### src/rtl/pid_page_range_remap_table_defines.svh
// Assertion macros for the page range remap table.
// Included by the RTL files that carry concurrent assertions; no dependencies.
`ifndef PID_PAGE_RANGE_REMAP_TABLE_DEFINES_SVH
`define PID_PAGE_RANGE_REMAP_TABLE_DEFINES_SVH
`ifndef SYNTHESIS
// Property checked on every rising edge outside reset
`define PPRT_ASSERT(lbl, clk, rst_n, prop, msg) \
  lbl: assert property (@(posedge clk) disable iff (!rst_n) prop) else $error(msg);
// Property checked on every rising edge, reset included
`define PPRT_ASSERT_ALWAYS(lbl, clk, prop, msg) \
  lbl: assert property (@(posedge clk) prop) else $error(msg);
`else
`define PPRT_ASSERT(lbl, clk, rst_n, prop, msg)
`define PPRT_ASSERT_ALWAYS(lbl, clk, prop, msg)
`endif
`endif

### src/rtl/pprt_pkg.sv
// Shared types and constants of the page range remap table.
// No dependencies; used by the interfaces, the entry RAM, the evaluator and the top level.
package pprt_pkg;

  localparam int DEF_TABLE_DEPTH = 256;

  // request codes
  localparam logic [1:0] REQ_ADD    = 2'd0;
  localparam logic [1:0] REQ_REMOVE = 2'd1;
  localparam logic [1:0] REQ_FAULT  = 2'd2;
  localparam logic [1:0] REQ_BKPT   = 2'd3;

  // breakpoint reverse-map window, and its negation (-4096)
  localparam logic [31:0] BKPT_WINDOW     = 32'd4096;
  localparam logic [31:0] BKPT_NEG_WINDOW = 32'hFFFF_F000;

  typedef struct packed {
    logic [1:0]  req_type;
    logic [31:0] process_id;
    logic [31:0] page_base;
    logic [31:0] relocated_base;
    logic [30:0] region_size;
    logic [31:0] fault_address;
    logic [31:0] instr_address;
    logic        err_present;
    logic        err_user;
    logic        err_fetch;
  } req_t;

  typedef struct packed {
    logic        op_ok;
    logic        fault_handled;
    logic        instr_changed;
    logic [31:0] new_instr_address;
  } rsp_t;

  // one table region
  typedef struct packed {
    logic [31:0] pid;
    logic [31:0] orig_base;
    logic [31:0] reloc_base;
    logic [30:0] length;
  } entry_t;

  // per-entry match results handed from the evaluator to the sequencer
  typedef struct packed {
    logic        pid_eq;
    logic        base_eq;
    logic        fault_hit;
    logic        bkpt_hit;
    logic [31:0] fault_diff;
    logic [31:0] bkpt_off;
  } eval_t;

endpackage

### src/rtl/pprt_entry_eval.sv
// Match logic for one table entry against the current request.
// Depends on pprt_pkg for req_t, entry_t and eval_t.
module pprt_entry_eval
  import pprt_pkg::*;
(
  input  req_t   req,
  input  entry_t entry,
  output eval_t  ev
);

  logic [31:0] span_end;
  logic [31:0] eip;
  logic [31:0] limit;
  logic        qualify;
  logic        in_span;
  logic        in_window;

  always_comb begin
    // fault range is [base, base + length), wrapping at 32 bits
    span_end = entry.orig_base + {1'b0, entry.length};
    qualify  = req.err_present & req.err_user & req.err_fetch;
    in_span  = (req.fault_address >= entry.orig_base) && (req.fault_address < span_end);

    // breakpoint: offset of eip - 1 from the relocated copy, signed window
    eip       = req.instr_address - 32'd1;
    ev.bkpt_off = eip - entry.reloc_base;
    limit     = {1'b0, entry.length} + BKPT_WINDOW;
    in_window = ($signed(BKPT_NEG_WINDOW) < $signed(ev.bkpt_off)) &&
                ($signed(ev.bkpt_off) < $signed(limit));

    ev.pid_eq     = (entry.pid == req.process_id);
    ev.base_eq    = (entry.orig_base == req.page_base);
    ev.fault_hit  = qualify && ev.pid_eq && in_span;
    ev.fault_diff = req.instr_address - entry.orig_base;
    ev.bkpt_hit   = ev.pid_eq && in_window;
  end

endmodule

### config.mk
export PLATFORM = sky130hd
export DESIGN_NAME = pprt_entry_eval
export DESIGN_NICKNAME = d
export VERILOG_FILES = /design/src/rtl/pid_page_range_remap_table_defines.svh /design/src/rtl/pprt_pkg.sv /design/src/rtl/pprt_entry_eval.sv
export SDC_FILE = /design/constraint.sdc
export NUM_CORES = 1
export LEC_CHECK = 0
export ABC_AREA = 1
export ABC_CLOCK_PERIOD_IN_PS = 4400
export BUFFER_PORTS_ARGS = -buffer_cell sky130_fd_sc_hd__buf_2
export CORE_AREA = 2 2 152 154
export DETAILED_ROUTE_END_ITERATION = 10
export DIE_AREA = 0 0 154 156
export PLACE_DENSITY_LB_ADDON = 0.15
export SKIP_LAST_GASP = 1
export SYNTH_ARGS = -nofsm -noshare
export SYNTH_HDL_FRONTEND = slang
export SYNTH_SLANG_ARGS = --single-unit
### constraint.sdc
create_clock -name vclk -period 4.4
set_input_delay 0 -clock vclk [all_inputs]
set_output_delay 0 -clock vclk [all_outputs]
set_load 0.02 [all_outputs]
Word level (Yosys, flattened, before mapping)
Cells that the tools add are included.
{ "word_totals": {"regBits": 0, "in_bits": 323} }
{ "classes": {"addsub": 5, "n_lt_le_gt_ge": 4, "n_eq_ne": 2, "bitwise_logic": 2, "n_reduce_logical": 5} }
{ "ops": {"columns": ["cell", "count"], "rows": [
  ["$eq A32 B32 Y1", 2],
  ["$lt A32 B32 Y1", 2],
  ["$sub A32 B32 Y32", 2],
  ["$add A31 B13 Y32 const B", 1],
  ["$add A32 B31 Y32", 1],
  ["$ge A32 B32 Y1", 1],
  ["$lt A13 B32 Y1 const A", 1],
  ["$sub A32 B1 Y32 const B", 1],
  ["$logic_and A1 B1 Y1", 5],
  ["$and A1 B1 Y1", 2]
]} }

Logic depth before layout (Yosys ltp)
Gate-level depths: netlist of the first run.
{ "logic_depth": {"depth_word": 5, "depth_mapped": 29, "mapped_depth_nobuf": 29} }

Worst setup path before layout of the first run
Ideal clock, no wire load.
{ "synth_path": {"path_kind": "input to output", "startpoint": "in entry[31] (netlist name)", "endpoint": "out ev[64] (netlist name)", "arrival_ps": 2848, "required_ps": 4400, "setup_slack_ps": 1552, "stages": 26, "path_buffers": 0, "cell_sequence": "inv_1 > ha_1 > fa_1 > nand3_1 > nand3_2 > nand2_1 > nand2_1 > nand2_1 > nand2_2 > nand2_1 > nand2_2 > nand3_2 > nand3_1 > nand2_1 > inv_1 > ha_1 > nand4_1 > nor3_1 > nand4_1 > inv_1 > nand4_1 > nand2_1 > inv_1 > nand3_1 > nand2_1 > nor2_1"} }
{ "synth_rtl": {"columns": ["element", "line", "source"], "rows": [
  ["start, declared", "pprt_entry_eval.sv:7", "input entry_t entry,"],
  ["end, declared", "pprt_entry_eval.sv:8", "output eval_t ev"]
]} }

==> flow_summary.yaml, run 1 <==
status:
  status: "completed"
timing:
  relSlewSlack_pct: 54.9
  finalHoldViolCount: 0
  tightestPinTransition_ns: 0.671
  finalCritPeriodShare_pct: 78.3
  setup_violations: 0
  max_freq_ghz: 0.290
  fin_tns_setup_ns: 0
  period_needed_ns: 3.45
  maxSlewViolCount: 0
  grt_setup_unrepaired: "false"
logic_synthesis:
  yosys_warnings: 0
  synth_fp_nets: 2014
  synth_top_area_share_pct: 25.7
  yosys-top-cells-area: "ha_1 (26%), nand2_1 (13%), inv_1 (12%), xor2_1 (7.8%), a21oi_1 (7.3%)"
  synth_largest_area_cell: "ha_1"
  netlist_area_sq_um: 9020
  syn_avg_cell_area_sq_um: 6.00
  yosysUniqueCellTypes: 46
  syn_inst: 1503
  synth-seq-area-share_pct: 0
pwr:
  power_switching_uw: 1180
  power.density_nw_per_um2: 169
  p_sw_share_pct: 63.5
  clock_power_share_pct: 0
  vdd_drop_max_uv: 65.1
  p_seq_share_pct: 0
  power.internal_uw: 678
  p_comb_share_pct: 100.0
  p_leak_uw: 0.00648
placement:
  gp_congestion: 0.984
  io_buffer_count: 326
  dp_cells: 2114
  hpwl_microns: 31900
grt:
  overflow: 0
  grt_usage_pct: 27.4
  grt_pass1_wl_microns: 52000
  antenna_found_initial: 0
  grt_max_degree: 8
  grt_pass1_vias: 10300
final_layout:
  fin_cells: 2114
  drive_above_1_share_pct: 21.3
  ff_latch_area_sq_um: 0
  n_antenna_cell: 0
  seq_cells: 0
  fillers: 2460
  layout.nets: 2342
  clock_buffers: 0
  areaGrowthSynthToFinish_pct: 22.0
routing:
  routed_via_density: 5.16
  drc: 0
  firstDrtPassIters: 5
  drt_iter0_markers: 726
  ant_nets: 0
  drt_wl_total_microns: 34500
  vias: 10900
  wl_per_cell_microns: 16.3
floorplan:
  die-area_sq_um: 24000
  start_util_pct: 40.3
  rows: 55
  die_w_microns: 154
  coreArea_sq_um: 22400
  ios: 391
  die_h_microns: 156
critical_path:
  path_class: "input port to output pin"
  cp_max_fo: 4
  arrival_ns: 3.45
  crit_required_ns: 4.40
  start_kind: "input port"
  endpoint_kind: "output pin"
flow_run:
  drv_cap: 0
worst_hold_path:
  hp-class: "input port to output pin"
clock_network:
  post_cts_buffers: 0
  post_cts_resized: 0
  hold_buffers: 0
[worst max-delay path, cell delays in order]
cell and delay [ns]:
buf_2 0.13, ha_1 0.17, inv_1 0.05, fa_1 0.39, o21ai_1 0.24, a21oi_1 0.15
o21ai_2 0.19, a21boi_2 0.12, o41ai_1 0.49, nand2_1 0.12, nand2_1 0.10, xor2_1 0.08
ha_1 0.28, nand2_1 0.04, nor2_1 0.11, nand4_1 0.11, nor4b_1 0.25, o21ai_0 0.14
nand2_1 0.08, nor2_1 0.03, buf_2 0.15
[power by group through the flow]
| stage | logic (uW) | clock network [uW] | registers [uW] |
|---|---|---|---|
| 2_1_floorplan | 1220 | 0 | 0 |
| 3_3_place_gp | 1820 | 0 | 0 |
| 3_5_place_dp | 1840 | 0 | 0 |
| 4_1_cts | 1850 | 0 | 0 |
| 5_1_grt | 2070 | 0 | 0 |
| 6_report | 1860 | 0 | 0 |
[placed cells by master (no fill, tap or decap), drive strengths merged, types with 14 or more instances in the layout]
cell type  synthesis  final
ha               185    185
a21oi            139    139
xnor2             55     55
nand4             33     33
buf                0    326
inv              300    300
xor2              80     80
nor2             109    109
nor4              14     14
a31oi             19     19
nand2            332    332
o21ai             67     67
a21boi            17     17
nor3              25     25
nand3             54     54
[cell type report]
type,count,area (sq um),share of cell area [%]
Timing Repair Buffer,326,1630,14.8
Tap cell,285,357,3.24
Multi-Input combinational cell,1201,7880,71.6
Inverter,302,1130,10.3
[routing by layer]
metal	track usage (%)	up-vias	share of wire, %
li1	-	5643	-
met1	36.6	4888	44
met2	48.6	333	47
met3	1.06	49	5.6
met4	6.54	0	2.7
met5	0	-	0
[cells by family (layout without fill, tap and decap cells)]
family	after synthesis	count (layout)	synth area share, %
and+or+nand+nor	587	587	28.5
adders and majority gates	188	188	26.3
xor gates and xnor gates	135	135	13.1
buffers and inverters	302	628	12.6
AOI/OAI and AO/OA	291	291	19.4
[cell usage after synthesis (4+ instances only)]
cell type,number
inv_2,8
a21oi_2,7
nand3b_1,6
nand3_1,47
ha_1,185
o21bai_1,9
nor2_1,104
xnor2_1,55
nand2_1,323
o2111ai_1,4
a21boi_2,4
a21boi_0,5
a221oi_1,6
inv_1,292
a21boi_1,8
a211oi_1,6
nand4_1,33
a21o_1,7
nand2_2,9
o21ai_1,8
xor2_1,80
nand3_2,7
o21ai_2,12
nor4_1,14
a21oi_1,132
nor3_1,24
o21ai_0,47
a31oi_1,19
or2_2,8
[through the flow]
step	utilization (%)	total power (uW)	worst slack, ns	hold WS, ns	cell area (sq um)
floorplan	-	1220	1.55	0.182	9020
global placement	49.2	1820	0.995	0.402	11000
detailed placement	49.2	1840	0.932	0.410	11000
CTS	49.2	1850	0.914	0.409	11000
global route	49.2	2070	0.544	0.465	11000
finish	49.2	1860	0.955	0.411	11000
[final timing paths]
path / from / cells past startpoint / to
min: req[149] / 5 / ev[66]
max: entry[63] / 21 / ev[65]
Note: power is estimated with default switching activity, not from simulation.
==> run 2, diff against run 1 <==
--- a/config.mk
+++ b/config.mk
@@ -5,12 +5,12 @@
 export SDC_FILE = /design/constraint.sdc
 export NUM_CORES = 1
 export LEC_CHECK = 0
-export ABC_AREA = 1
-export ABC_CLOCK_PERIOD_IN_PS = 4400
+export ABC_AREA = 0
+export ABC_CLOCK_PERIOD_IN_PS = 3400
 export BUFFER_PORTS_ARGS = -buffer_cell sky130_fd_sc_hd__buf_2
-export CORE_AREA = 2 2 152 154
+export CORE_AREA = 2 2 151 153
 export DETAILED_ROUTE_END_ITERATION = 10
-export DIE_AREA = 0 0 154 156
+export DIE_AREA = 0 0 153 155
 export PLACE_DENSITY_LB_ADDON = 0.15
 export SKIP_LAST_GASP = 1
 export SYNTH_ARGS = -nofsm -noshare
==> constraint.sdc (replaced) <==
create_clock -name vclk -period 3.4
set_input_delay 0 -clock vclk [all_inputs]
set_output_delay 0 -clock vclk [all_outputs]
set_load 0.02 [all_outputs]
==> run 2 against run 1 <==
The run now ends with negative setup slack left. Synthesized area shrank 13%. Critical path depth grew 3. Combinational power grew 51%.
==> flow_summary.yaml, run 2 <==
pwr:
  vdd_drop_max_uv: 131
  p_leak_uw: 0.00684
  power.density_nw_per_um2: 226
critical_path:
  endpoint_kind: "output pin"
  cp-endpoint: "ev[64]"
  crit_required_ns: 3.40
  startpoint: "req[7]"
  path_class: "input port to output pin"
  start_kind: "input port"
  cp_max_fo: 3
  arrival_ns: 4.48
floorplan:
  rows: 55
  coreArea_sq_um: 22200
  die_w_microns: 153
  die-area_sq_um: 23700
  start_util_pct: 35.5
  ios: 391
  die_h_microns: 155
routing:
  firstDrtPassIters: 5
  routed_via_density: 5.12
  drc: 0
  wl_per_cell_microns: 16.5
  ant_nets: 0
  drt_iter0_markers: 368
  vias: 10100
  drt_wl_total_microns: 32500
final_layout:
  mostFrequentLayoutCell: "buf_2"
  areaGrowthSynthToFinish_pct: 58.1
  drive_above_1_share_pct: 41.4
  layout.nets: 2197
  ff_latch_area_sq_um: 0
  seq_cells: 0
  final_area_sq_um: 12500
  clock_buffers: 0
  mostFrequentLayoutCells: "buf_2 (320), buf_4 (302), ha_1 (176)"
  n_antenna_cell: 0
  fin_cells: 1969
logic_synthesis:
  ys_top_cells_by_count: "ha_1 (185), inv_1 (113), xor2_1 (107)"
  syn_inst: 1062
  yosys-top-cells-area: "ha_1 (29%), xor2_1 (12%), a21o_1 (5.9%), xnor2_1 (5.9%), a21oi_1 (5.7%)"
  yosysUniqueCellTypes: 75
  synth_top_area_share_pct: 29.4
  yosys_warnings: 0
  synth-xor-area-share_pct: 17.8
  synthMuxAreaShare_pct: 0.127
  synth_top_family_by_area: "adder cells"
  synth-seq-area-share_pct: 0
  yosys.cell_count.top_type: "ha_1"
  synth_largest_area_cell: "ha_1"
  synth-simple-area-share_pct: 18.2
  netlist_area_sq_um: 7890
  syn_avg_cell_area_sq_um: 7.43
  synth_fp_nets: 1573
  synth_compound_area_share_pct: 27.7
  synth_adder_area_share_pct: 30.4
worst_hold_path:
  hp-class: "input port to output pin"
timing:
  max_freq_ghz: 0.223
  period_needed_ns: 4.48
  fin_ws_ns: -1.08
  maxSlewViolCount: 0
  relSlewSlack_pct: 35.8
  finalCritPeriodShare_pct: 132
  tightestPinTransition_ns: 0.951
  grt_setup_unrepaired: "true"
  setup_violations: 2
  finalHoldViolCount: 0
placement:
  hpwl_microns: 29200
  io_buffer_count: 326
  place_area_sq_um: 11900
  dp_cells: 1934
  gp_congestion: 0.979
grt:
  grt_max_degree: 9
  grt_pass1_vias: 9817
  overflow: 0
  grt_pass1_wl_microns: 49300
  grt_usage_pct: 25.7
  antenna_found_initial: 2
status:
  violations: "negative setup slack"
  status: "finished with violations"
flow_run:
  drv_cap: 0
clock_network:
  hold_buffers: 0
run 2: cell count changes in the layout (fill, tap and decap cells not counted), moves of 12 or more:
cell and change:
a21o_1 +55, a21oi_1 -49, buf_4 +302, inv_1 -183, nand2_1 -273, nand2b_1 +19
nand3_1 -26, nor2_1 -57, nor2b_1 +20, nor4_1 +12, xor2_1 +25
run 2: worst min path at each step:
stage | startpoint | to | depth (start not counted)
after floorplan | entry[63] | ev[32] | 2
after global placement | req[3] | ev[32] | 5
after detailed placement | req[3] | ev[32] | 5
after CTS | req[3] | ev[0] | 3
after global routing | req[3] | ev[0] | 3
final | req[3] | ev[0] | 3
run 2: logic make-up after synthesis:
logic type	Yosys count
AOI/OAI and AO/OA	322
xor gates and xnor gates	160
adders and majority gates	190
buffers and inverters	119
muxes	1
and+or+nand+nor	270
run 2: metal layers:
| metal | wire (microns) | GRT usage (%) | share of wire, % | up-vias |
|---|---|---|---|---|
| li1 | - | - | - | 5164 |
| met1 | 13600 | 30.8 | 42 | 4556 |
| met2 | 16000 | 48.6 | 49 | 311 |
| met3 | 2090 | 3.76 | 6.4 | 42 |
| met4 | 743 | 5.25 | 2.3 | 4 |
| met5 | 29 | 0 | 0.089 | - |
run 2: what timing repair did:
item	4_1_cts	5_1_grt
pin swaps	36	40
resized for setup	34	25
buffers inserted	20	15
endpoints found under the setup margin	3	5
run 2: through the flow:
stage | TNS [ns] | setup WS [ns] | util [%] | hold WS (ns) | total power (uW)
floorplan | -0.715 | -0.715 | - | 0.182 | 1480
global placement | -2.04 | -1.13 | 53.7 | 0.445 | 2630
detailed placement | -2.12 | -1.24 | 53.7 | 0.446 | 2650
CTS | -1.70 | -1.01 | 55.1 | 0.405 | 2750
global route | -2.30 | -1.30 | 56.1 | 0.412 | 3080
finish | -1.75 | -1.08 | 56.1 | 0.397 | 2810
run 2: final cells by class:
| cell class | instances | area, sq um |
|---|---|---|
| Fill cell | 2260 | 9760 |
| Inverter | 113 | 439 |
| Multi-Input combinational cell | 943 | 7720 |
| Tap cell | 285 | 357 |
| Timing Repair Buffer | 628 | 3950 |
run 2: where the power goes:
part | total [uW] | switching, uW | internal, uW
logic | 2810 | 1470 | 1340
clock network | 0 | 0 | 0
registers | 0 | 0 | 0
total | 2810 | 1470 | 1340
run 2: worst max-delay path: stages:
cell      delay (ns)
buf_2           0.11
ha_1            0.22
nor3_1          0.37
o21ai_4         0.13
a211oi_4        0.31
o22ai_4         0.15
o41ai_4         0.35
o211ai_2        0.13
a21oi_2         0.16
o21bai_2        0.10
a31oi_1         0.16
xor2_1          0.27
inv_2           0.09
ha_4            0.27
nand4_1         0.12
nor2_2          0.16
a31o_2          0.17
maj3_2          0.17
a21oi_2         0.05
maj3_2          0.31
o21ai_2         0.15
a21oi_2         0.06
o221a_1         0.29
buf_6           0.15
==> run 3, diff against run 2 <==
--- a/config.mk
+++ b/config.mk
@@ -11,7 +11,9 @@
 export CORE_AREA = 2 2 151 153
 export DETAILED_ROUTE_END_ITERATION = 10
 export DIE_AREA = 0 0 153 155
+export GPL_ROUTABILITY_DRIVEN = 1
 export PLACE_DENSITY_LB_ADDON = 0.15
+export REMOVE_ABC_BUFFERS = 1
 export SKIP_LAST_GASP = 1
 export SYNTH_ARGS = -nofsm -noshare
 export SYNTH_HDL_FRONTEND = slang
==> run 3 against run 2 <==
Final area down 1.2%. Core utilization decreased by 0.65 points. Sequential share of layout area is the same. The run still ends with negative setup slack left. Routed wire length fell by 0.49%. Critical endpoint unchanged. Sequential cell count stayed put. Hold slack better by 0.045 ns. Die area unchanged. Largest power group unchanged. Global-route usage up 0.43 points. Via count fell by 0.94%. Worst setup slack improved by 0.038 ns. Critical path depth increased by 1.
==> flow_summary.yaml, run 3 (synthesis results as in run 2) <==
grt:
  antenna_found_initial: 0
  grt_max_degree: 9
  overflow: 0
  grt_usage_pct: 26.1
  grt_pass1_wl_microns: 50200
  grt_pass1_vias: 9999
routing:
  met1_length_microns: 13500
  firstDrtPassIters: 5
  drt_wl_total_microns: 32300
  ant_nets: 0
  drt_iter0_markers: 357
  wl_met3_microns: 1970
  drc: 0
  vias: 9982
  top_layer: "met4"
  wl_met2_microns: 15900
  wl_per_cell_microns: 16.5
  routed_via_density: 5.10
timing:
  finalHoldViolCount: 0
  tightestPinTransition_ns: 0.937
  period_needed_ns: 4.44
  holdWs_ns: 0.442
  setup_violations: 2
  maxSlewViolCount: 0
  grt_setup_unrepaired: "true"
  finalCritPeriodShare_pct: 131
  relSlewSlack_pct: 36.7
  fin_ws_ns: -1.04
  max_freq_ghz: 0.225
critical_path:
  max_stage_delay_ns: 0.37
  crit_top_cell: "a21oi_2"
  crit_buf_inv: 4
  crit_required_ns: 3.40
  arrival_ns: 4.44
  cp_max_fo: 3
  path_class: "input port to output pin"
  cpLargestDelayFamily: "compound AO/OA/AOI/OAI gates"
  endpoint_kind: "output pin"
  start_kind: "input port"
  worst_path_max_delay_cell: "a211o_4"
placement:
  post-place-ws_ns: -1.32
  dp_cells: 1930
  gp_congestion: 0.945
  hpwl_microns: 29200
  io_buffer_count: 326
final_layout:
  fin_cells: 1956
  mostFrequentLayoutCell: "buf_2"
  final_core_util_pct: 55.4
  layout.nets: 2183
  clock_buffers: 0
  seq_cells: 0
  areaGrowthSynthToFinish_pct: 56.2
  fillers: 2240
  mostFrequentLayoutCells: "buf_2 (322), buf_4 (288), ha_1 (178)"
  ff_latch_area_sq_um: 0
  drive_above_1_share_pct: 40.4
floorplan:
  die_w_microns: 153
  rows: 55
  die_h_microns: 155
  start_util_pct: 35.5
  coreArea_sq_um: 22200
  die-area_sq_um: 23700
  ios: 391
pwr:
  power.density_nw_per_um2: 226
  vdd_drop_max_uv: 133
  p_leak_uw: 0.00676
  power_uw: 2780
status:
  violations: "negative setup slack"
  status: "finished with violations"
worst_hold_path:
  hp-class: "input port to output pin"
flow_run:
  drv_cap: 0
clock_network:
  hold_buffers: 0
## run 3: cell count changes in the layout (fill, tap and decap cells not counted), sizes merged
cell and delta:
diode +1, buf -14
## run 3: path summary, 6_finish.rpt
check,from,endpoint,slack [ns],cells after the start
min,req[3],ev[0],0.44,3
max,entry[41],ev[64],-1.04,25
## run 3: per-layer routing
layer,track usage (%),vias to the layer above
met5,0,-
met4,6.83,0
met3,2.92,48
met2,48.6,327
met1,32.0,4471
li1,-,5136
## run 3: repair_timing
item,CTS,global route
setup buffers,15,10
cloned,0,0
endpoints found under the setup margin,2,6
resized for setup,47,13
pin swaps,53,19
## run 3: stage by stage
step / TNS [ns] / cell area (sq um)
after CTS: -1.67 / 12200
after global routing: -2.30 / 12300
after floorplan: -1.36 / 7850
after global placement: -2.27 / 11800
final: -1.73 / 12300
after detailed placement: -2.39 / 11800
## run 3: tightest hold or removal path, stage by stage
cell	delay [ns]
buf_2	0.09
ha_2	0.19
buf_2	0.16
## run 3: final cells by class
class,count,area [sq um],area share [%]
Antenna cell,1,2.50,0.0203
Tap cell,285,357,2.89
Inverter,113,424,3.44
Multi-Input combinational cell,943,7710,62.6
Timing Repair Buffer,614,3830,31.1
## run 3: where the power goes
| part | internal (uW) | leakage, uW | switching, uW |
|---|---|---|---|
| Clock | 0.0000393 | 0.00000000634 | 0 |
| Combinational | 1320 | 0.00676 | 1460 |
| Sequential | 0 | 0 | 0 |
